**src/rtl/core/hjc_pkg.sv**
```systemverilog
`timescale 1ns / 1ps
package hjc_pkg;

   localparam int CP_W            = 21;
   localparam int IDX_W           = 5;
   localparam int NUM_INITIAL     = 19;
   localparam int NUM_MEDIAL      = 21;
   localparam int NUM_FINAL       = 28;
   localparam int HJC_QUEUE_DEPTH = 4;

   localparam logic [15:0]     SYL_BASE    = 16'hAC00;
   localparam logic [CP_W-1:0] VOWEL_FIRST = 21'h0314F;

   localparam logic [1:0] KIND_OTHER = 2'd0;
   localparam logic [1:0] KIND_CONS  = 2'd1;
   localparam logic [1:0] KIND_VOWEL = 2'd2;

   typedef struct packed {
      logic [1:0]       kind;
      logic [IDX_W-1:0] idx;
      logic [CP_W-1:0]  ch;
   } hjc_item_type;

   typedef struct packed {
      logic empty;
      logic full;
   } hjc_q_stat_type;

   localparam logic [15:0] INITIAL_CP [NUM_INITIAL] = '{
      16'h3131, 16'h3132, 16'h3134, 16'h3137, 16'h3138, 16'h3139, 16'h3141, 16'h3142,
      16'h3143, 16'h3145, 16'h3146, 16'h3147, 16'h3148, 16'h3149, 16'h314A, 16'h314B,
      16'h314C, 16'h314D, 16'h314E
   };

   // final index for each initial, zero when it cannot close a syllable
   localparam logic [IDX_W-1:0] FINAL_OF_INITIAL [NUM_INITIAL] = '{
      5'd1, 5'd2, 5'd4, 5'd7, 5'd0, 5'd8, 5'd16, 5'd17, 5'd0, 5'd19,
      5'd20, 5'd21, 5'd22, 5'd0, 5'd23, 5'd24, 5'd25, 5'd26, 5'd27
   };

   localparam logic [IDX_W-1:0] FINAL_STAY [NUM_FINAL] = '{
      5'd0, 5'd0, 5'd0, 5'd1, 5'd0, 5'd4, 5'd4, 5'd0, 5'd0, 5'd8,
      5'd8, 5'd8, 5'd8, 5'd8, 5'd8, 5'd8, 5'd0, 5'd0, 5'd17, 5'd0,
      5'd0, 5'd0, 5'd0, 5'd0, 5'd0, 5'd0, 5'd0, 5'd0
   };

   localparam logic [IDX_W-1:0] FINAL_MOVE [NUM_FINAL] = '{
      5'd0, 5'd0, 5'd1, 5'd9, 5'd2, 5'd12, 5'd18, 5'd3, 5'd5, 5'd0,
      5'd6, 5'd7, 5'd9, 5'd16, 5'd17, 5'd18, 5'd6, 5'd7, 5'd9, 5'd9,
      5'd10, 5'd11, 5'd12, 5'd14, 5'd15, 5'd16, 5'd17, 5'd18
   };

   function automatic logic [CP_W-1:0] syllable(input logic [IDX_W-1:0] ini,
                                                input logic [IDX_W-1:0] med,
                                                input logic [IDX_W-1:0] fin);
      logic [8:0]  im;
      logic [15:0] s;
      im = 9'(ini) * 9'd21 + 9'(med);
      s  = SYL_BASE + 16'(im) * 16'd28 + 16'(fin);
      return {5'd0, s};
   endfunction

   // {hit, index}
   function automatic logic [IDX_W:0] find_initial(input logic [CP_W-1:0] ch);
      logic [IDX_W:0] r;
      r = '0;
      for (int i = 0; i < NUM_INITIAL; i++) begin
         if (ch == {5'd0, INITIAL_CP[i]}) r = {1'b1, IDX_W'(i)};
      end
      return r;
   endfunction

   // {ok, merged vowel index}
   function automatic logic [IDX_W:0] merge_vowels(input logic [IDX_W-1:0] a,
                                                   input logic [IDX_W-1:0] b);
      logic [IDX_W:0] r;
      r = '0;
      if (a == 5'd8) begin
         if (b == 5'd0)  r = {1'b1, 5'd9};
         if (b == 5'd1)  r = {1'b1, 5'd10};
         if (b == 5'd20) r = {1'b1, 5'd11};
      end
      if (a == 5'd13) begin
         if (b == 5'd4)  r = {1'b1, 5'd14};
         if (b == 5'd5)  r = {1'b1, 5'd15};
         if (b == 5'd20) r = {1'b1, 5'd16};
      end
      if (a == 5'd18 && b == 5'd20) r = {1'b1, 5'd19};
      return r;
   endfunction

   // double final from current final and new initial, zero if none
   function automatic logic [IDX_W-1:0] merge_finals(input logic [IDX_W-1:0] fin,
                                                     input logic [IDX_W-1:0] ini);
      logic [IDX_W-1:0] d;
      d = '0;
      for (int i = 1; i < NUM_FINAL; i++) begin
         if (FINAL_STAY[i] != '0 && FINAL_STAY[i] == fin && FINAL_MOVE[i] == ini)
            d = IDX_W'(i);
      end
      return d;
   endfunction

endpackage

```
**src/rtl/core/hjc_ifs.sv**
```systemverilog
`timescale 1ns / 1ps
interface hjc_req_if
   import hjc_pkg::*;
();
   logic            valid;
   logic            ready;
   logic [CP_W-1:0] in_char;

   modport source (output valid, output in_char, input ready);
   modport sink   (input valid, input in_char, output ready);
endinterface

interface hjc_rsp_if
   import hjc_pkg::*;
();
   logic            valid;
   logic            ready;
   logic [CP_W-1:0] first_char;
   logic [CP_W-1:0] second_char;
   logic            second_valid;
   logic            erase_last;

   modport source (output valid, output first_char, output second_char,
                   output second_valid, output erase_last, input ready);
   modport sink   (input valid, input first_char, input second_char,
                   input second_valid, input erase_last, output ready);
endinterface

```
**src/rtl/core/hjc_front.sv**
```systemverilog
`timescale 1ns / 1ps
module hjc_front
   import hjc_pkg::*;
(
   hjc_req_if.sink      req_bus,
   input  logic         q_full,
   output logic         push,
   output hjc_item_type item
);

   logic [IDX_W:0]  ini_hit;
   logic            is_vowel;
   logic [CP_W-1:0] voff;

   assign req_bus.ready = !q_full;
   assign push          = req_bus.valid && !q_full;

   always_comb begin
      ini_hit  = find_initial(req_bus.in_char);
      voff     = req_bus.in_char - VOWEL_FIRST;
      is_vowel = (req_bus.in_char >= VOWEL_FIRST) &&
                 (req_bus.in_char < VOWEL_FIRST + CP_W'(NUM_MEDIAL));
      item.ch  = req_bus.in_char;
      if (ini_hit[IDX_W]) begin
         item.kind = KIND_CONS;
         item.idx  = ini_hit[IDX_W-1:0];
      end else if (is_vowel) begin
         item.kind = KIND_VOWEL;
         item.idx  = voff[IDX_W-1:0];
      end else begin
         item.kind = KIND_OTHER;
         item.idx  = '0;
      end
   end

endmodule

```
**src/rtl/core/hjc_queue.sv**
```systemverilog
`timescale 1ns / 1ps
module hjc_queue
   import hjc_pkg::*;
#(
   parameter int Depth = HJC_QUEUE_DEPTH
) (
   input  logic           clock,
   input  logic           reset,
   input  logic           push,
   input  hjc_item_type   push_item,
   input  logic           pop,
   output hjc_item_type   head_item,
   output hjc_q_stat_type stat
);

   localparam int PtrW = (Depth > 1) ? $clog2(Depth) : 1;
   localparam int CntW = $clog2(Depth + 1);

   hjc_item_type  mem_ff [Depth];
   logic [PtrW-1:0] wr_ptr_ff, wr_ptr_in;
   logic [PtrW-1:0] rd_ptr_ff, rd_ptr_in;
   logic [CntW-1:0] count_ff, count_in;
   logic            do_push, do_pop;

   assign stat.empty = (count_ff == '0);
   assign stat.full  = (count_ff == CntW'(Depth));
   assign do_push    = push && !stat.full;
   assign do_pop     = pop && !stat.empty;
   assign head_item  = mem_ff[rd_ptr_ff];

   always_comb begin
      wr_ptr_in = wr_ptr_ff;
      rd_ptr_in = rd_ptr_ff;
      count_in  = count_ff;
      if (do_push) wr_ptr_in = (wr_ptr_ff == PtrW'(Depth - 1)) ? '0 : wr_ptr_ff + 1'b1;
      if (do_pop)  rd_ptr_in = (rd_ptr_ff == PtrW'(Depth - 1)) ? '0 : rd_ptr_ff + 1'b1;
      if (do_push && !do_pop)      count_in = count_ff + 1'b1;
      else if (do_pop && !do_push) count_in = count_ff - 1'b1;
   end

   always_ff @(posedge clock) begin
      if (reset) begin
         wr_ptr_ff <= '0;
         rd_ptr_ff <= '0;
         count_ff  <= '0;
      end else begin
         wr_ptr_ff <= wr_ptr_in;
         rd_ptr_ff <= rd_ptr_in;
         count_ff  <= count_in;
      end
   end

   always_ff @(posedge clock) begin
      if (do_push) mem_ff[wr_ptr_ff] <= push_item;
   end

endmodule

```
**src/rtl/core/hjc_back.sv**
```systemverilog
`timescale 1ns / 1ps
module hjc_back
   import hjc_pkg::*;
(
   input  logic           clock,
   input  logic           reset,
   input  hjc_item_type   item,
   input  hjc_q_stat_type q_stat,
   output logic           pop,
   hjc_rsp_if.source      rsp_bus
);

   logic [IDX_W-1:0] ini_ff, ini_in;
   logic [IDX_W-1:0] med_ff, med_in;
   logic [IDX_W-1:0] fin_ff, fin_in;
   logic             comp_ff, comp_in;

   logic             valid_ff, valid_in;
   logic [CP_W-1:0]  first_ff, first_in;
   logic [CP_W-1:0]  second_ff, second_in;
   logic             sv_ff, sv_in;
   logic             del_ff, del_in;

   logic [IDX_W-1:0] med_idx;
   logic [IDX_W-1:0] new_fin;
   logic [IDX_W-1:0] dbl_fin;
   logic [IDX_W:0]   vmerge;
   logic [IDX_W-1:0] mv;

   assign pop                  = !q_stat.empty && (!valid_ff || rsp_bus.ready);
   assign rsp_bus.valid        = valid_ff;
   assign rsp_bus.first_char   = first_ff;
   assign rsp_bus.second_char  = second_ff;
   assign rsp_bus.second_valid = sv_ff;
   assign rsp_bus.erase_last   = del_ff;

   always_comb begin
      med_idx   = med_ff - 5'd1;
      new_fin   = FINAL_OF_INITIAL[item.idx];
      dbl_fin   = merge_finals(fin_ff, item.idx);
      vmerge    = merge_vowels(med_idx, item.idx);
      mv        = FINAL_MOVE[fin_ff];

      ini_in    = ini_ff;
      med_in    = med_ff;
      fin_in    = fin_ff;
      comp_in   = comp_ff;
      first_in  = item.ch;
      second_in = '0;
      sv_in     = 1'b0;
      del_in    = 1'b0;

      unique case (item.kind)
         KIND_CONS: begin
            if (!comp_ff || med_ff == '0 ||
                (fin_ff == '0 && new_fin == '0) ||
                (fin_ff != '0 && dbl_fin == '0)) begin
               ini_in  = item.idx;
               med_in  = '0;
               fin_in  = '0;
               comp_in = 1'b1;
            end else if (fin_ff == '0) begin
               fin_in   = new_fin;
               del_in   = 1'b1;
               first_in = syllable(ini_ff, med_idx, new_fin);
            end else begin
               fin_in   = dbl_fin;
               del_in   = 1'b1;
               first_in = syllable(ini_ff, med_idx, dbl_fin);
            end
         end
         KIND_VOWEL: begin
            if (!comp_ff) begin
               comp_in = 1'b0;
            end else if (med_ff == '0) begin
               med_in   = item.idx + 5'd1;
               del_in   = 1'b1;
               first_in = syllable(ini_ff, item.idx, '0);
            end else if (fin_ff != '0) begin
               // final carries forward into a new syllable
               del_in    = 1'b1;
               first_in  = syllable(ini_ff, med_idx, FINAL_STAY[fin_ff]);
               second_in = syllable(mv, item.idx, '0);
               sv_in     = 1'b1;
               ini_in    = mv;
               med_in    = item.idx + 5'd1;
               fin_in    = '0;
            end else if (vmerge[IDX_W]) begin
               med_in   = vmerge[IDX_W-1:0] + 5'd1;
               del_in   = 1'b1;
               first_in = syllable(ini_ff, vmerge[IDX_W-1:0], '0);
            end else begin
               ini_in  = '0;
               med_in  = '0;
               fin_in  = '0;
               comp_in = 1'b0;
            end
         end
         default: begin
            comp_in = 1'b0;
         end
      endcase

      valid_in = pop || (valid_ff && !rsp_bus.ready);
   end

   always_ff @(posedge clock) begin
      if (reset) begin
         ini_ff   <= '0;
         med_ff   <= '0;
         fin_ff   <= '0;
         comp_ff  <= 1'b0;
         valid_ff <= 1'b0;
      end else begin
         valid_ff <= valid_in;
         if (pop) begin
            ini_ff  <= ini_in;
            med_ff  <= med_in;
            fin_ff  <= fin_in;
            comp_ff <= comp_in;
         end
      end
   end

   always_ff @(posedge clock) begin
      if (pop) begin
         first_ff  <= first_in;
         second_ff <= second_in;
         sv_ff     <= sv_in;
         del_ff    <= del_in;
      end
   end

endmodule

```
**src/rtl/core/hangul_jamo_composer_unit.sv**
```systemverilog
`timescale 1ns / 1ps
// Two-set Hangul composer: one code point per key in, one result per key out, one item
// per cycle sustained while the result side keeps ready high. The front decodes the key
// (initial consonant, vowel or other) in the cycle it is accepted and writes it into a
// QueueDepth-entry queue; the back pops one entry per cycle while the output register is
// free or being taken, updates the syllable state and loads the output register, so a
// key is registered in the queue and then in the output register. The input stalls only
// when the queue is full, which happens only while the result side holds off ready.
// Results carry up to two characters and a flag to delete the character inserted last.
module hangul_jamo_composer_unit
   import hjc_pkg::*;
#(
   parameter int QueueDepth = HJC_QUEUE_DEPTH
) (
   input  logic       clock,
   input  logic       reset,
   hjc_req_if.sink    req_bus,
   hjc_rsp_if.source  rsp_bus
);

   hjc_item_type   push_item;
   hjc_item_type   head_item;
   hjc_q_stat_type q_stat;
   logic           push;
   logic           pop;

   hjc_front u_front (
      .req_bus (req_bus),
      .q_full  (q_stat.full),
      .push    (push),
      .item    (push_item)
   );

   hjc_queue #(
      .Depth (QueueDepth)
   ) u_queue (
      .clock     (clock),
      .reset     (reset),
      .push      (push),
      .push_item (push_item),
      .pop       (pop),
      .head_item (head_item),
      .stat      (q_stat)
   );

   hjc_back u_back (
      .clock   (clock),
      .reset   (reset),
      .item    (head_item),
      .q_stat  (q_stat),
      .pop     (pop),
      .rsp_bus (rsp_bus)
   );

   a_accept_fills_queue: assert property (@(posedge clock) disable iff (reset)
      req_bus.valid && req_bus.ready |=> !q_stat.empty)
      else $error("accepted item missing from queue");

   a_queue_drains: assert property (@(posedge clock) disable iff (reset)
      !q_stat.empty && !(rsp_bus.valid && !rsp_bus.ready) |=> rsp_bus.valid)
      else $error("queued item not moved to output");

   a_second_needs_delete: assert property (@(posedge clock) disable iff (reset)
      rsp_bus.valid && rsp_bus.second_valid |-> rsp_bus.erase_last)
      else $error("second character without delete");

   a_reset_clears: assert property (@(posedge clock)
      reset |=> !rsp_bus.valid && q_stat.empty)
      else $error("reset left items pending");

endmodule
```
**src/flat_wrapper.sv**
```systemverilog
// flat-port wrapper written by rule: the top's interface ports become plain ports
module hangul_jamo_composer_unit_flat import hjc_pkg::*;
#(
   parameter int QueueDepth = HJC_QUEUE_DEPTH
)
  (clock, reset, req_bus_valid, req_bus_in_char, req_bus_ready, rsp_bus_valid, rsp_bus_first_char, rsp_bus_second_char, rsp_bus_second_valid, rsp_bus_erase_last, rsp_bus_ready);
  hjc_req_if req_bus_i ();
  hjc_rsp_if rsp_bus_i ();
  input  logic clock;
  input  logic reset;
  input wire logic [$bits(req_bus_i.valid)-1:0] req_bus_valid;
  input wire logic [$bits(req_bus_i.in_char)-1:0] req_bus_in_char;
  output wire logic [$bits(req_bus_i.ready)-1:0] req_bus_ready;
  output wire logic [$bits(rsp_bus_i.valid)-1:0] rsp_bus_valid;
  output wire logic [$bits(rsp_bus_i.first_char)-1:0] rsp_bus_first_char;
  output wire logic [$bits(rsp_bus_i.second_char)-1:0] rsp_bus_second_char;
  output wire logic [$bits(rsp_bus_i.second_valid)-1:0] rsp_bus_second_valid;
  output wire logic [$bits(rsp_bus_i.erase_last)-1:0] rsp_bus_erase_last;
  input wire logic [$bits(rsp_bus_i.ready)-1:0] rsp_bus_ready;
  assign req_bus_i.valid = req_bus_valid;
  assign req_bus_i.in_char = req_bus_in_char;
  assign req_bus_ready = req_bus_i.ready;
  assign rsp_bus_valid = rsp_bus_i.valid;
  assign rsp_bus_first_char = rsp_bus_i.first_char;
  assign rsp_bus_second_char = rsp_bus_i.second_char;
  assign rsp_bus_second_valid = rsp_bus_i.second_valid;
  assign rsp_bus_erase_last = rsp_bus_i.erase_last;
  assign rsp_bus_i.ready = rsp_bus_ready;
  hangul_jamo_composer_unit #(.QueueDepth(QueueDepth)) u_core (.clock(clock), .reset(reset), .req_bus(req_bus_i), .rsp_bus(rsp_bus_i));
endmodule
```
**config.mk**
```make
export PLATFORM = sky130hd
export DESIGN_NAME = hangul_jamo_composer_unit_flat
export DESIGN_NICKNAME = d
export VERILOG_FILES = /design/src/rtl/core/hjc_pkg.sv /design/src/rtl/core/hjc_ifs.sv /design/src/rtl/core/hjc_front.sv /design/src/rtl/core/hjc_queue.sv /design/src/rtl/core/hjc_back.sv /design/src/rtl/core/hangul_jamo_composer_unit.sv /design/src/flat_wrapper.sv
export SDC_FILE = /design/constraint.sdc
export NUM_CORES = 1
export LEC_CHECK = 0
export BUFFER_PORTS_ARGS = -buffer_cell sky130_fd_sc_hd__buf_4
export CAP_MARGIN = 40
export CORE_UTILIZATION = 63
export DETAILED_ROUTE_END_ITERATION = 10
export PLACE_DENSITY = 0.82
export RECOVER_POWER = 50
export SYNTH_ARGS = -nofsm -noshare
export SYNTH_HDL_FRONTEND = slang
export SYNTH_SLANG_ARGS = --single-unit
```
**constraint.sdc**
```tcl
create_clock -name clock -period 7.2 [get_ports clock]
set_input_delay 1.08 -clock clock [delete_from_list [all_inputs] [get_ports clock]]
set_output_delay 1.08 -clock clock [all_outputs]
set_load 0.05 [all_outputs]
```
==> flow_metrics.py <==
metrics = {
    "status": {
        "outcome": "finished with violations",
        "failed_checks": "capacitance limit, slew limit",
    },
    "finish": {
        "area_delta_synth_final_pct": 9.37,
        "layout-drive-gt1-share": 0.101,
        "fin_area_um2": 15000,
        "multi_input_area_um2": 7910,
        "fin_nets": 1588,
        "seq_area_um2": 5000,
        "nFillCells": 1565,
        "diodes": 0,
        "final_cell_mix": "inv_1 (149), edfxtp_1 (149), ha_1 (139)",
    },
    "synthesis": {
        "synth-main-ff-cell": "edfxtp_1",
        "synthDistinctLibCells": 78,
        "ys_seq_area_frac": 0.365,
        "syn_area_per_cell_um2": 10.3,
        "synth_area_um2": 13700,
        "synth_area_leaders": "edfxtp_1 (33%), ha_1 (13%), fa_1 (6.4%)",
        "ys_ff_latch": 175,
        "post-synth-top-area-cell": "edfxtp_1",
        "synthArstFlopShare": 0,
        "synth_edf_count": 149,
        "syn_inst": 1325,
        "yosysTopAreaCellShare": 0.327,
        "ys_warn_count": 0,
    },
    "timing": {
        "worst_pin_slew_ns": 1.85,
        "tns_ns": 0,
        "fin_skew_ns": 0.0279,
        "rsz0062_at_grt": "false",
        "setup_viol": 0,
        "min_period_ns": 6.63,
        "max_slew_margin": -0.232,
        "maxSlewViolCount": 116,
        "setup_ws_ns": 0.568,
        "final_hold_viol_count": 0,
        "fin_crit_sh": 0.921,
        "maxClockFrequency_mhz": 151,
    },
    "setup_path": {
        "reg2reg_from": "u_core.u_back.ini_ff[0]",
        "arrival_ns": 6.79,
        "cp_max_fo": 8,
        "critPathCaptureType": "register",
        "startpoint": "u_core.u_back.ini_ff[0]",
        "startpoint_type": "register",
        "critPathKind": "register to register",
        "cp.required_ns": 7.36,
    },
    "cts": {
        "holdBufCountCts": 0,
        "post_cts.repair.setup_buffers": 0,
        "htreeDepth": 4,
        "insertion_delay_ns": 0.45,
        "clockBufferDepth": 2,
        "clock_sinks": 175,
        "cts-root-buf": "clkbuf_16",
        "cts_tree": "yes",
        "cts_inserted_buffers": 17,
        "path_clk_slew_ns": 0.08,
        "post_cts_resized": 0,
    },
    "place": {
        "dp_hpwl_um": 23200,
        "place.gp.congestion": 0.916,
        "portBuffers": 63,
        "dpl_cell_area_um2": 14400,
        "pre_cts_ws_ns": 0.502,
    },
    "die": {
        "fp.dieH_um": 149,
        "die_x_um": 149,
        "num_rows": 53,
        "ios": 71,
        "dieArea_um2": 22300,
        "initial_core_util": 0.647,
        "core-area_um2": 21200,
    },
    "hold_path": {
        "min_from": "u_core.u_back.rsp_bus.valid",
        "worstHoldPathType": "register to register",
    },
    "global_routing": {
        "grt_max_degree": 29,
        "grt.overflow.total": 0,
        "grt_first_pass_wirelength_um": 51000,
        "grt_usage": 0.297,
        "grt_pass1_vias": 10000,
        "gr-usage-met3": 0.0413,
        "met2_usage": 0.494,
        "antenna_found_initial": 0,
        "top_usage_layer": "met2",
        "use_met1": 0.395,
    },
    "flow_run": {
        "cap_violations": 4,
    },
    "detailed_routing": {
        "vias_per_cell": 6.12,
        "num_vias": 10200,
        "wl_um": 31700,
        "drtPass1Iterations": 5,
        "wire_per_inst_um": 19.0,
        "drtIter0Drc": 754,
        "drtAntennaViolNets": 0,
        "drc_errors": 0,
    },
}
per-layer routing:
metal | wire length [um] | vias to the layer above
met2 | 15100 | 393
met3 | 2230 | 67
met1 | 13400 | 4919
met4 | 945 | 0
li1 | - | 4826
met5 | 0 | -
per-stage QoR:
stage                     hold WS [ns]  utilization  std cells
after global placement           0.458        0.681       1635
after floorplan                  0.454            -       1331
after CTS                        0.474        0.711       1668
after detailed placement         0.464        0.682       1636
final                            0.472        0.708       1668
after global routing             0.495        0.708       1668
sequential cells by signal, indices dropped and copies added, names as in the netlist, 2 cells and up, named ones only:
signal	flops
u_core.u_back.rsp_bus.second_char	14
u_core.u_back.rsp_bus.first_char	21
u_core.u_back.ini_ff	5
u_core.u_queue.mem_ff	112
u_core.u_queue.count_ff	3
u_core.u_back.fin_ff	5
u_core.u_back.med_ff	5
u_core.u_queue.rd_ptr_ff	2
u_core.u_queue.wr_ptr_ff	2
synth_stat cells, drive strengths merged (5+ instances only):
library cell,instances
nor3,23
dfxtp,26
nor2,103
xor2,37
buf,22
nor3b,6
o21bai,11
clkbuf,28
a2bb2oi,5
nand3,37
xnor2,60
edfxtp,149
nor4,5
and3,14
nand4,11
mux4,29
and2,10
inv,152
o211ai,10
nand2,68
a311oi,5
a211oi,13
a31oi,7
a21oi,73
or3,8
mux2i,19
a22oi,14
fa,44
nor2b,20
nand2b,15
ha,139
a21o,37
o21ai,66
worst max-delay path: stages, from the launching register on:
cell and delay (ns):
dfxtp_1 0.44, ha_1 0.33, ha_1 0.33, inv_1 0.05, fa_1 0.48, inv_1 0.08, ha_1 0.34, a21o_1 0.15
nand2_1 0.07, xnor2_1 0.27, inv_1 0.18, fa_1 0.55, inv_1 0.04, ha_1 0.36, a21oi_1 0.18, o22ai_1 0.11
nor2_1 0.23, xor2_2 0.38, ha_1 0.26, xor2_1 0.43, nor3b_2 0.35, nand3_1 0.17, o41ai_1 0.40, nand3_1 0.16
logic make-up after synthesis:
group,count (synthesis),synth area share
mux,48,0.0616
xor+xnor,97,0.0621
fa+ha+maj,183,0.191
flops,175,0.365
simple gates,336,0.122
other cells,1,0.000274
buf+inv,203,0.0606
compound gates,282,0.137
cell type report:
class | instances | share of cell area
inverters | 153 | 0.0384
clock inverters | 15 | 0.0134
well taps | 275 | 0.0230
flip-flops and latches | 175 | 0.334
repair buffers | 80 | 0.0344
clock buffers | 17 | 0.0284
multi-input cells | 953 | 0.529
final timing paths:
check	to	slack [ns]	cells past startpoint
min reg2reg	u_core.u_back.rsp_bus.valid	0.47	2
max	u_core.u_back.rsp_bus.first_char[15]	0.57	23
min	u_core.u_back.rsp_bus.valid	0.47	2
max reg2reg	u_core.u_back.rsp_bus.first_char[15]	0.57	23
Power is left out: the tool's default activity adds up to more than one toggle a clock period on the data nets, which glitch-free logic cannot reach.
